## config.mk

```make
export PLATFORM = sky130hd
export DESIGN_NAME = itfn_front
export DESIGN_NICKNAME = d
export VERILOG_FILES = /design/src/hdl/itfn_pkg.sv /design/src/hdl/itfn_front.sv
export SDC_FILE = /design/constraint.sdc
export NUM_CORES = 1
export LEC_CHECK = 0
export BUFFER_PORTS_ARGS = -buffer_cell sky130_fd_sc_hd__buf_2
export CAP_MARGIN = 15
export CORE_MARGIN = 2
export CORE_UTILIZATION = 37
export CTS_CLUSTER_SIZE = 8
export DETAILED_ROUTE_END_ITERATION = 6
export GPL_ROUTABILITY_DRIVEN = 0
export GPL_TIMING_DRIVEN = 0
export PLACE_DENSITY = 0.76
export REMOVE_ABC_BUFFERS = 1
export SKIP_CTS_REPAIR_TIMING = 1
export SLEW_MARGIN = 20
export SYNTH_ARGS = -nofsm -noshare
export SYNTH_HDL_FRONTEND = slang
export SYNTH_SLANG_ARGS = --single-unit
```

## constraint.sdc

```tcl
create_clock -name clk -period 7.45 [get_ports clk]
set_input_delay 1.1175 -clock clk [delete_from_list [all_inputs] [get_ports clk]]
set_output_delay 1.1175 -clock clk [all_outputs]
set_load 0.005 [all_outputs]
```

## src/hdl/itfn_pkg.sv

```systemverilog
// ----------------------------------------------------------------------------
// itfn_pkg
// shared types and constants for the indexed triangle face normal expander
// ----------------------------------------------------------------------------
package itfn_pkg;

    localparam int VERTEX_SLOTS = 256;
    localparam int SLOT_W       = $clog2(VERTEX_SLOTS);
    localparam int FIFO_DEPTH   = 2;
    localparam int PTR_W        = $clog2(FIFO_DEPTH);
    localparam int CNT_W        = $clog2(FIFO_DEPTH + 1);

    // normalizer datapath width, covers S * 2^28 plus the cross term
    localparam int NW    = 100;
    localparam int SQ_W  = 67;
    localparam int SUM_W = 68;
    localparam int MAG_W = 34;
    localparam int N_W   = 35;
    localparam int Q_W   = 15;
    localparam int Q_MSB = 14;

    typedef enum logic [0:0]
    {
        KIND_LOAD = 1'b0,
        KIND_TRI  = 1'b1
    } item_kind_t;

    typedef struct packed
    {
        item_kind_t         kind;
        logic [SLOT_W-1:0]  slot;
        logic signed [15:0] x;
        logic signed [15:0] y;
        logic signed [15:0] z;
        logic [SLOT_W-1:0]  ia;
        logic [SLOT_W-1:0]  ib;
        logic [SLOT_W-1:0]  ic;
        logic               fin;
    } item_t;

    typedef enum logic [3:0]
    {
        ST_IDLE,
        ST_RD_A,
        ST_RD_B,
        ST_RD_C,
        ST_CAP_C,
        ST_DIFF,
        ST_CROSS,
        ST_SQUARE,
        ST_NORM_GO,
        ST_NORM_WAIT,
        ST_EMIT
    } back_state_t;

    function automatic logic [SLOT_W-1:0] slot_of(input logic [7:0] v);
        return SLOT_W'(32'(v) % VERTEX_SLOTS);
    endfunction

endpackage

```

## src/hdl/itfn_front.sv

```systemverilog
// ----------------------------------------------------------------------------
// itfn_front
// input register stage: accepts items, decodes kind and folds indices
// ----------------------------------------------------------------------------
module itfn_front
(
    input  logic                clk,
    input  logic                rst_n,
    input  logic                in_valid,
    output logic                in_stall,
    input  logic                kind,
    input  logic [7:0]          vertex_slot,
    input  logic signed [15:0]  load_x,
    input  logic signed [15:0]  load_y,
    input  logic signed [15:0]  load_z,
    input  logic [7:0]          corner_index_a,
    input  logic [7:0]          corner_index_b,
    input  logic [7:0]          corner_index_c,
    input  logic                final_triangle,
    output logic                push,
    output itfn_pkg::item_t     push_item,
    input  logic                full
);

    logic             vld_reg;
    itfn_pkg::item_t  item_reg;
    itfn_pkg::item_t  item_next;
    logic             take;

    assign push     = vld_reg && !full;
    assign in_stall = vld_reg && full;
    assign take     = in_valid && !in_stall;
    assign push_item = item_reg;

    always_comb
    begin
        item_next.kind = itfn_pkg::item_kind_t'(kind);
        item_next.slot = itfn_pkg::slot_of(vertex_slot);
        item_next.x    = load_x;
        item_next.y    = load_y;
        item_next.z    = load_z;
        item_next.ia   = itfn_pkg::slot_of(corner_index_a);
        item_next.ib   = itfn_pkg::slot_of(corner_index_b);
        item_next.ic   = itfn_pkg::slot_of(corner_index_c);
        item_next.fin  = final_triangle;
    end

    always_ff @(posedge clk or negedge rst_n)
    begin
        if (!rst_n)
        begin
            vld_reg <= 1'b0;
        end
        else if (take)
        begin
            vld_reg <= 1'b1;
        end
        else if (push)
        begin
            vld_reg <= 1'b0;
        end
    end

    always_ff @(posedge clk)
    begin
        if (take)
        begin
            item_reg <= item_next;
        end
    end

endmodule

```

* Word-level counts from Yosys, hierarchy flattened
Index checks and enable logic that the tools add are counted.
Word-level totals: flip-flop bits (word level) 83, bits in latches 0, memory bits (writable) 0, ROM bits 0, input bits 86, logic and storage cells 18, memories kept 0
Cells by class: add/sub/neg operators 0, $mul 0, div/mod/pow operators 0, magnitude comparators 0, equality and inequality tests 0, shifts and indexed selects 0, mux-type cells 2, bitwise logic cells 0, reduce and logical (&&, ||, !) cells 6
Operators with widths (count):
- logical AND 1 bit | 3
- zero test 1 bit | 2
- two-way mux 1 bit | 2
- nonzero test 2 bit | 1

* Logic depth before layout (Yosys ltp)
word-level depth 4, gate-level depth with buffers 1, mapped depth without buffers 1

* Worst setup path before layout
No wires, ideal clock.
path kind input port to flip-flop, start input port in_valid, end register item_reg, in the netlist push_item[0], enable pin, arrival 7.077 ns, data required time 6.801 ns, slack -0.276 ns, stages 1, path through a21boi_0
Between the ends: longest elaborated chain between the ends 1
RTL lines:
- start, declared | line itfn_front.sv:9 | input logic in_valid,
- logical AND 1 bit | line itfn_front.sv:32 | assign take = in_valid && !in_stall;
- end signal, assigned | line itfn_front.sv:68 | item_reg <= item_next;
- end, declared | line itfn_front.sv:26 | itfn_pkg::item_t item_reg;
No other way between the ends. A chain may end at the register's enable or synchronous reset.

* Worst setup path in the final report
start input port full, end output port push
Between the ends: longest elaborated chain between the ends 2
RTL lines:
- start, declared | line itfn_front.sv:22 | input logic full
- zero test 1 bit | line itfn_front.sv:30 | assign push = vld_reg && !full;
- logical AND 1 bit | line itfn_front.sv:30
- end, declared | line itfn_front.sv:20 | output logic push,
No other way between the ends.

==> impl_metrics.yaml <==
status:
  status: "completed"
logic_synthesis:
  yosysTopAreaCell: "edfxtp_1"
  syn_area_per_cell_sq_um: 29.0
  synth.mux.area_fraction_pct: 0
  yosysUniqueCellTypes: 6
  synth_top_area_share_pct: 97.7
  ys_ff_latch: 83
  postSynthCellCount: 87
  synthFlopType: "edfxtp_1"
  yosysSeqAreaShare_pct: 98.7
  yosysMostFrequentCell: "edfxtp_1"
  syn_area_sq_um: 2520
  synth_edf_count: 82
  synthXorXnorAreaFrac_pct: 0
  async_flop_share_pct: 1.20
  synth-simple-area-share_pct: 0.645
  synth_fa_ha_area_share_pct: 0
  yosysWarnings: 0
  synth_area_leaders: "edfxtp_1 (98%), dfrtp_1 (0.99%), a21o_2 (0.35%)"
  synth_compound_area_share_pct: 0.645
  synth_top_family_by_area: "compound AO/OA/AOI/OAI gates"
grt:
  grt_pass1_wl_mm: 7.89
  grt_pass1_vias: 1573
  antenna_found_initial: 0
  grt.overflow.total: 0
  grt_max_degree: 28
  grt_use_total_pct: 14.7
clock_network:
  clockBufferDepth: 2
  cts_tree: "done"
  cts_max_level: 3
  numCtsBuffers: 9
  clock-root-buffer: "clkbuf_8"
  clkSinkCount: 83
  clk_latency_ns: 0.34
  clk_pin_slew_ns: 0.08
timing:
  fin_worst_skew_ns: 0.00545
  hold_slack_ns: 0.540
  maxSlewHeadroom_pct: 60.4
  rsz0062_at_grt: "false"
  period_minus_slack_ns: 2.70
  timing.final.crit_share_pct: 36.2
  fmax_ghz: 0.371
  worst_pin_slew_ns: 0.593
  hold_violations: 0
  drv_slew: 0
  setup_viol: 0
finish:
  nNetsFinal: 356
  largest_register_ffs: 82
  stdcell_count: 355
  area_growth_pct: 49.5
  drive_above_1_share_pct: 68.7
  insertedDiodeCount: 0
critical_path:
  worst_setup_path_start_kind: "input pin"
  crit_type: "input pin to output port"
  arrival_ns: 1.58
  cp_max_fo: 4
  crit_required_ns: 6.33
  endpoint_kind: "output port"
pwr:
  ir_drop_mv: 0.136
  power_uw: 953
  power_density_nw_per_um2: 253
  power.leakage_uw: 0.00162
placed_design:
  placed_cells: 339
  buffer_ports.inserted: 169
  place_hpwl_mm: 4.07
floorplanning:
  rows: 30
  pin_count: 170
  core_sq_um: 6680
  die_w_microns: 86.5
  die_area_sq_um: 7490
  die_h_microns: 86.5
  start_util_pct: 37.7
route:
  drtIter0Drc: 48
  drcViolationCount: 0
  avgRoutedWirePerCell_microns: 15.1
  vias: 1546
  first_pass_iters: 4
  drt-total-wl_mm: 5.36
  postRouteAntennaNets: 0
  viasPerCell: 4.35
flow_run:
  max_cap_viol_count: 0
worst_hold_path:
  hold_path.class: "input pin to async pin"
==> cells in the final DEF, fill, tap and decap left out <==
cell        count
a21o_2          1
dfrtp_1         1
clkbuf_1        1
clkbuf_8        9
clkinvlp_4      1
edfxtp_1       82
a21boi_4        1
buf_2         169
bufinv_16       2
clkinv_1        2
clkinv_2        1
and2_2          1
buf_16          3
and2b_2         1
==> final timing paths <==
| kind | from | end | slack [ns] | cells past startpoint |
|---|---|---|---|---|
| worst max-delay path | full | push | 4.75 | 3 |
| worst min-delay path | rst_n | vld_reg$_DFFE_PN0P_ | 0.54 | 1 |
| worst max register to register | vld_reg$_DFFE_PN0P_ | push_item[34]$_DFFE_PP_ | 5.76 | 3 |
| worst min register to register | vld_reg$_DFFE_PN0P_ | vld_reg$_DFFE_PN0P_ | 0.60 | 1 |
| max in group asynchronous | rst_n | vld_reg$_DFFE_PN0P_ | 6.82 | 1 |
| min in group clk | vld_reg$_DFFE_PN0P_ | vld_reg$_DFFE_PN0P_ | 0.60 | 1 |
==> report_power, final <==
group	total, uW	internal (uW)	switching [uW]
clock	333	186	147
sequential	550	544	6.01
combinational	69.7	37.8	31.9
total	953	767	185
==> cells by family after synthesis <==
group              after synthesis
and+or+nand+nor                  2
AOI/OAI and AO/OA                2
DFF                             83
==> worst max-delay path: stages <==
cell and delay [ns]:
buf_2 0.13, and2b_2 0.22, buf_2 0.12
==> cell type report <==
type / count / area [sq um]
multi-input combinational: 4 / 43.8
sequential: 83 / 2490
timing repair buffer: 172 / 928
tap: 80 / 100
clock inverter: 6 / 80.1
clock buffer: 10 / 128
fill: 561 / 2910
==> through the flow <==
step | setup TNS, ns | utilization, % | instance area (sq um) | setup slack, ns
global placement | -178.38 | 51.9 | 3470 | -2.18
CTS | 0 | 56.4 | 3770 | 4.75
finish | 0 | 56.4 | 3770 | 4.75
global route | 0 | 56.4 | 3770 | 4.73
detailed placement | 0 | 53.3 | 3560 | 4.76
floorplan | -22.59 | - | 2520 | -0.276
==> per-layer routing <==
layer  up-vias  routed length, microns  global-route usage (%)
met2        97                    2690                    23.8
met1       720                    2010                    16.9
met5         -                       0                       0
met3        11                     579                    6.67
met4         0                      87                    6.39
li1        718                       -                       -
(Power assumes the default switching activity.)
