`config.mk`:
```
export PLATFORM = sky130hd
export DESIGN_NAME = itfn_fifo
export DESIGN_NICKNAME = d
export VERILOG_FILES = /design/src/hdl/itfn_pkg.sv /design/src/hdl/itfn_fifo.sv
export SDC_FILE = /design/constraint.sdc
export NUM_CORES = 1
export LEC_CHECK = 0
export BUFFER_PORTS_ARGS = -buffer_cell sky130_fd_sc_hd__buf_2
export CORE_UTILIZATION = 30
export DETAILED_ROUTE_END_ITERATION = 10
export PLACE_DENSITY = 0.59
export SLEW_MARGIN = 10
export SYNTH_ARGS = -nofsm -noshare
export SYNTH_HDL_FRONTEND = slang
export SYNTH_SLANG_ARGS = --single-unit
```
`constraint.sdc`:
```
create_clock -name clk -period 11.12 [get_ports clk]
set_input_delay 2.224 -clock clk [delete_from_list [all_inputs] [get_ports clk]]
set_output_delay 2.224 -clock clk [all_outputs]
set_load 0.005 [all_outputs]
```
`src/hdl/itfn_pkg.sv`:
```
// ----------------------------------------------------------------------------
// itfn_pkg
// shared types and constants for the indexed triangle face normal expander
// ----------------------------------------------------------------------------
package itfn_pkg;

    localparam int VERTEX_SLOTS = 256;
    localparam int SLOT_W       = $clog2(VERTEX_SLOTS);
    localparam int FIFO_DEPTH   = 2;
    localparam int PTR_W        = $clog2(FIFO_DEPTH);
    localparam int CNT_W        = $clog2(FIFO_DEPTH + 1);

    // normalizer datapath width, covers S * 2^28 plus the cross term
    localparam int NW    = 100;
    localparam int SQ_W  = 67;
    localparam int SUM_W = 68;
    localparam int MAG_W = 34;
    localparam int N_W   = 35;
    localparam int Q_W   = 15;
    localparam int Q_MSB = 14;

    typedef enum logic [0:0]
    {
        KIND_LOAD = 1'b0,
        KIND_TRI  = 1'b1
    } item_kind_t;

    typedef struct packed
    {
        item_kind_t         kind;
        logic [SLOT_W-1:0]  slot;
        logic signed [15:0] x;
        logic signed [15:0] y;
        logic signed [15:0] z;
        logic [SLOT_W-1:0]  ia;
        logic [SLOT_W-1:0]  ib;
        logic [SLOT_W-1:0]  ic;
        logic               fin;
    } item_t;

    typedef enum logic [3:0]
    {
        ST_IDLE,
        ST_RD_A,
        ST_RD_B,
        ST_RD_C,
        ST_CAP_C,
        ST_DIFF,
        ST_CROSS,
        ST_SQUARE,
        ST_NORM_GO,
        ST_NORM_WAIT,
        ST_EMIT
    } back_state_t;

    function automatic logic [SLOT_W-1:0] slot_of(input logic [7:0] v);
        return SLOT_W'(32'(v) % VERTEX_SLOTS);
    endfunction

endpackage

```
`src/hdl/itfn_fifo.sv`:
```
// ----------------------------------------------------------------------------
// itfn_fifo
// short first-word-fall-through queue between front and back
// ----------------------------------------------------------------------------
module itfn_fifo
(
    input  logic             clk,
    input  logic             rst_n,
    input  logic             push,
    input  itfn_pkg::item_t  push_item,
    output logic             full,
    input  logic             pop,
    output logic             head_valid,
    output itfn_pkg::item_t  head_item
);

    itfn_pkg::item_t                 store [itfn_pkg::FIFO_DEPTH];
    logic [itfn_pkg::PTR_W-1:0]      wr_ptr_reg;
    logic [itfn_pkg::PTR_W-1:0]      rd_ptr_reg;
    logic [itfn_pkg::CNT_W-1:0]      count_reg;
    logic                            do_push;
    logic                            do_pop;

    assign full       = (count_reg == itfn_pkg::CNT_W'(itfn_pkg::FIFO_DEPTH));
    assign head_valid = (count_reg != '0);
    assign head_item  = store[rd_ptr_reg];
    assign do_push    = push && !full;
    assign do_pop     = pop && head_valid;

    always_ff @(posedge clk or negedge rst_n)
    begin
        if (!rst_n)
        begin
            wr_ptr_reg <= '0;
            rd_ptr_reg <= '0;
            count_reg  <= '0;
        end
        else
        begin
            if (do_push)
            begin
                wr_ptr_reg <= wr_ptr_reg + 1'b1;
            end
            if (do_pop)
            begin
                rd_ptr_reg <= rd_ptr_reg + 1'b1;
            end
            if (do_push && !do_pop)
            begin
                count_reg <= count_reg + 1'b1;
            end
            else if (do_pop && !do_push)
            begin
                count_reg <= count_reg - 1'b1;
            end
        end
    end

    always_ff @(posedge clk)
    begin
        if (do_push)
        begin
            store[wr_ptr_reg] <= push_item;
        end
    end

endmodule

```
# After elaboration in Yosys (flattened, before gate mapping)
# Memory sizes are Yosys's and may differ from the RTL's.
# Cells that the tools add are included.
# classes
n_reduce_logical,9
mux,4
addsub,4
n_eq_ne,1
# op_table
op,n
1-bit logical AND,4
2-bit two-way mux,2
2-bit nonzero test,2
1-bit logical NOT,3
1-bit adder (second input constant),2
2-bit by 1-bit adder with 2-bit output (second input constant),1
2-bit == test (second input constant),1
1-bit two-way mux,2
2-bit by 1-bit subtractor with 2-bit output (second input constant),1
# totals
mem_count,1
reg_bits,4
input_bits,86
ram_bits,164
word_cells,22
out_inout_bits,84
# memory_table
memory,words,width,rd,rd_ports_with_merged_regs,wr,line,text
store,2,82,1,0,1,itfn_fifo.sv:17,itfn_pkg::item_t store [itfn_pkg::FIFO_DEPTH];

# Longest topological paths before layout
# logic_depth
word_depth,7
ltp_mapped,7
depth_no_buf,7

# Least setup slack after synthesis
# No wires, ideal clock.
# synth_path
path_type,input-to-reg
from,input push
to,"memory store[0][0] in the netlist's numbering, enable pin"
path_buffers,0
setup_ns,0.523
arrival_ns,5.732
t_required_ns,10.597
path_slack_ns,4.865
stages,2
path_cell_list,nand2_1 nor2_1
# synth_between
elab_chain_cells,3
# synth_lines
item,line,text
start: declaration,itfn_fifo.sv:9,"input logic push,"
1-bit logical AND,itfn_fifo.sv:27,assign do_push = push && !full;
1-bit two-way mux,itfn_fifo.sv:61,if (do_push)
1-bit two-way mux (implied by the code),itfn_fifo.sv:63,store[wr_ptr_reg] <= push_item;
end: declaration,itfn_fifo.sv:17,
# No other way between the ends.

==> impl_metrics.tcl <==
set metrics [dict create \
    cts_resized 0 \
    gr-usage-all-layers 0.1088 \
    worst_clock_skew_ns 0.006905 \
    final_util 0.3863 \
    r2r_slack_ns 8.55 \
    power.share.clock 0.284 \
    syn_avg_cell_area_sq_um 23.59 \
    critPathArrivalTime_ns 2.65 \
    htree_num_levels 4 \
    buffer_ports.inserted 169 \
    drive_above_1_share 0.6111 \
    synth_area_sq_mm 0.006465 \
    worst_skew_pair.late_latency_ns 0.41 \
    final_antenna_net_count 0 \
    critical_path.endpoint_type "output port" \
    synthTopCellsByArea "sky130_fd_sc_hd__edfxtp_1, sky130_fd_sc_hd__mux2_4, sky130_fd_sc_hd__buf_12" \
    synthCells 274 \
    initial_antenna_violation_count 1 \
    final_cell_mix "sky130_fd_sc_hd__buf_2, sky130_fd_sc_hd__edfxtp_1, sky130_fd_sc_hd__mux2_4" \
    final.min_clock_period_ns 4.875 \
    timing.critical_path.from_type "flip-flop" \
    routed_len_inst_microns 15.92 \
    hold_viol_final 0 \
    cts-hold-fix-buffers 0 \
    die-area_sq_mm 0.02214 \
    worstSetupPathType "reg2out" \
    final_max_slew_viol_count 0 \
    timing_worst_slew_pin_value_ns 1.107 \
    netSwitchingFraction 0.2623 \
    clkSlewWorstSetupHoldPaths_ns 0.06 \
    place.gp.congestion 0.6744 \
    power.internal_uw 1577 \
    grt_first_pass_wirelength_microns 17880 \
    first_iter_violations 73 \
    yosys_register_bits 168 \
    vias_in_the_first_global_route 3376 \
    cts_setup_buffers 0 \
    worstPathMaxFanout 61 \
    ioPinCount 170 \
    timing.fmax_mhz 205.1 \
    hpwl_microns 7729 \
    numClockSinks 168 \
    via_per_inst 4.194 \
    area_delta_synth_final_pct 26.01 \
    synthDistinctLibCells 16 \
    core_area_sq_mm 0.02109 \
    timing.slew.headroom 0.2618 \
    numCtsBuffers 17 \
    synth_sequential_area_ratio 0.7772 \
    synth.net_count 361 \
    final_common_cell "sky130_fd_sc_hd__buf_2" \
    layout.nets 543 \
    grt_overflow_total 0 \
    synth_largest_area_cell "sky130_fd_sc_hd__edfxtp_1" \
    total_switching_power_uw 560.7 \
    drt_wl_total_microns 11830 \
    core.rowCount 53 \
    vdd.ir_drop.worst_mv 0.1296 \
    insertedDiodeCount 0 \
    kind_of_path_behind_the_tightest_hold_check "reg2reg" \
    outcome "finished, final reports clean" \
    report.final.setup_viol 0 \
    setup_total_negative_slack_ns 0 \
    count_of_vias_placed_by_the_detailed_router 3116 \
    finalCritPeriodShare 0.4384 \
    initial_core_util 0.3066 \
    cp_data_required_time_ns 8.90 \
    drv.max_cap_violation_count 0 \
    rsz_0062_raised_after_global_routing "no" \
    share_seq_of_total_power 0.433 \
    grt_max_degree 62 \
    synthDominantCellAreaShare 0.7618 \
    synth.yosys.warnings 0 \
    first_pass_iters 4 \
    tritoncts_clock_tree "done" \
    longest_clk_path_bufs 2 \
    largest_reg_flops 164 \
    post-route-drc-count 0 \
    power.leakage_uw 0.003212 \
    power_per_cell_area_mw_per_mm2 262.4 \
    comb_power_share 0.283 \
    clock-root-buffer "sky130_fd_sc_hd__clkbuf_16" \
    die_y_microns 148.8 \
    fp.dieW_microns 148.8 \
]
==> metrics by stage <==
| stage | hold slack, ns | total power [uW] | cells | setup slack, ns | area (sq um) |
|---|---|---|---|---|---|
| global route | 0.5255 | 2250 | 743 | 6.091 | 8147 |
| finish | 0.4848 | 2137 | 743 | 6.245 | 8147 |
| floorplan | 0.4559 | 1381 | 274 | 4.865 | 6465 |
| global placement | 0.4694 | 1547 | 712 | 6.686 | 7537 |
| detailed placement | 0.4777 | 1562 | 712 | 6.633 | 7537 |
| CTS | 0.4901 | 2178 | 743 | 6.171 | 8147 |
==> cells by family after synthesis <==
family,synth area share
adders and majority gates,0.001935
buffers and inverters,0.02535
and+or+nand+nor,0.005228
muxes,0.1835
xor gates and xnor gates,0.006775
DFF,0.7772
==> path summary, 6_finish.rpt <==
check,endpoint,from,depth (start not counted)
worst max register to register,store[0][31],count_reg[0],4
max in group asynchronous,rd_ptr_reg,rst_n,1
worst max-delay path,head_item[61],rd_ptr_reg,3
worst min register to register,count_reg[1],count_reg[1],1
min in group asynchronous,count_reg[1],rst_n,1
worst min-delay path,count_reg[1],count_reg[1],1
==> layout make-up <==
cell class / instances / area, sq um
inverters: 2 / 7.507
fillers: 1956 / 12940
clock inverters: 12 / 176.4
well taps: 275 / 344.1
repair buffers: 172 / 868.3
flip-flops and latches: 168 / 5029
clock buffers: 19 / 432.9
multi-input cells: 95 / 1289
==> layer usage <==
layer | GRT usage | vias to the layer above | share of wire
li1 | - | 1445 | -
met4 | 0.03367 | 2 | 0.0085
met3 | 0.04801 | 9 | 0.079
met1 | 0.1288 | 1548 | 0.42
met2 | 0.1776 | 112 | 0.49
met5 | 0 | - | 0.00085
==> cell usage after synthesis (all sizes together) <==
cell and n:
edfxtp 164, mux2 82, buf 9, dfrtp 4, xnor2 3, inv 2
nand2 2, nor2 2, xor2 2, and3 1, ha 1, nand2b 1
or2 1
==> power by group through the flow <==
stage	logic [uW]	clock network, uW	registers [uW]
after floorplan	461	0	920
after global placement	612	0	935
after detailed placement	621	0	942
after CTS	622	627	928
after global routing	661	649	941
final	604	607	926
==> critical path: stages (launching register included) <==
cell	delay, ns
sky130_fd_sc_hd__dfrtp_4	0.70
sky130_fd_sc_hd__buf_4	0.92
sky130_fd_sc_hd__mux2_2	0.43
sky130_fd_sc_hd__buf_2	0.13
No activity file was read; power rests on OpenSTA's default activity.
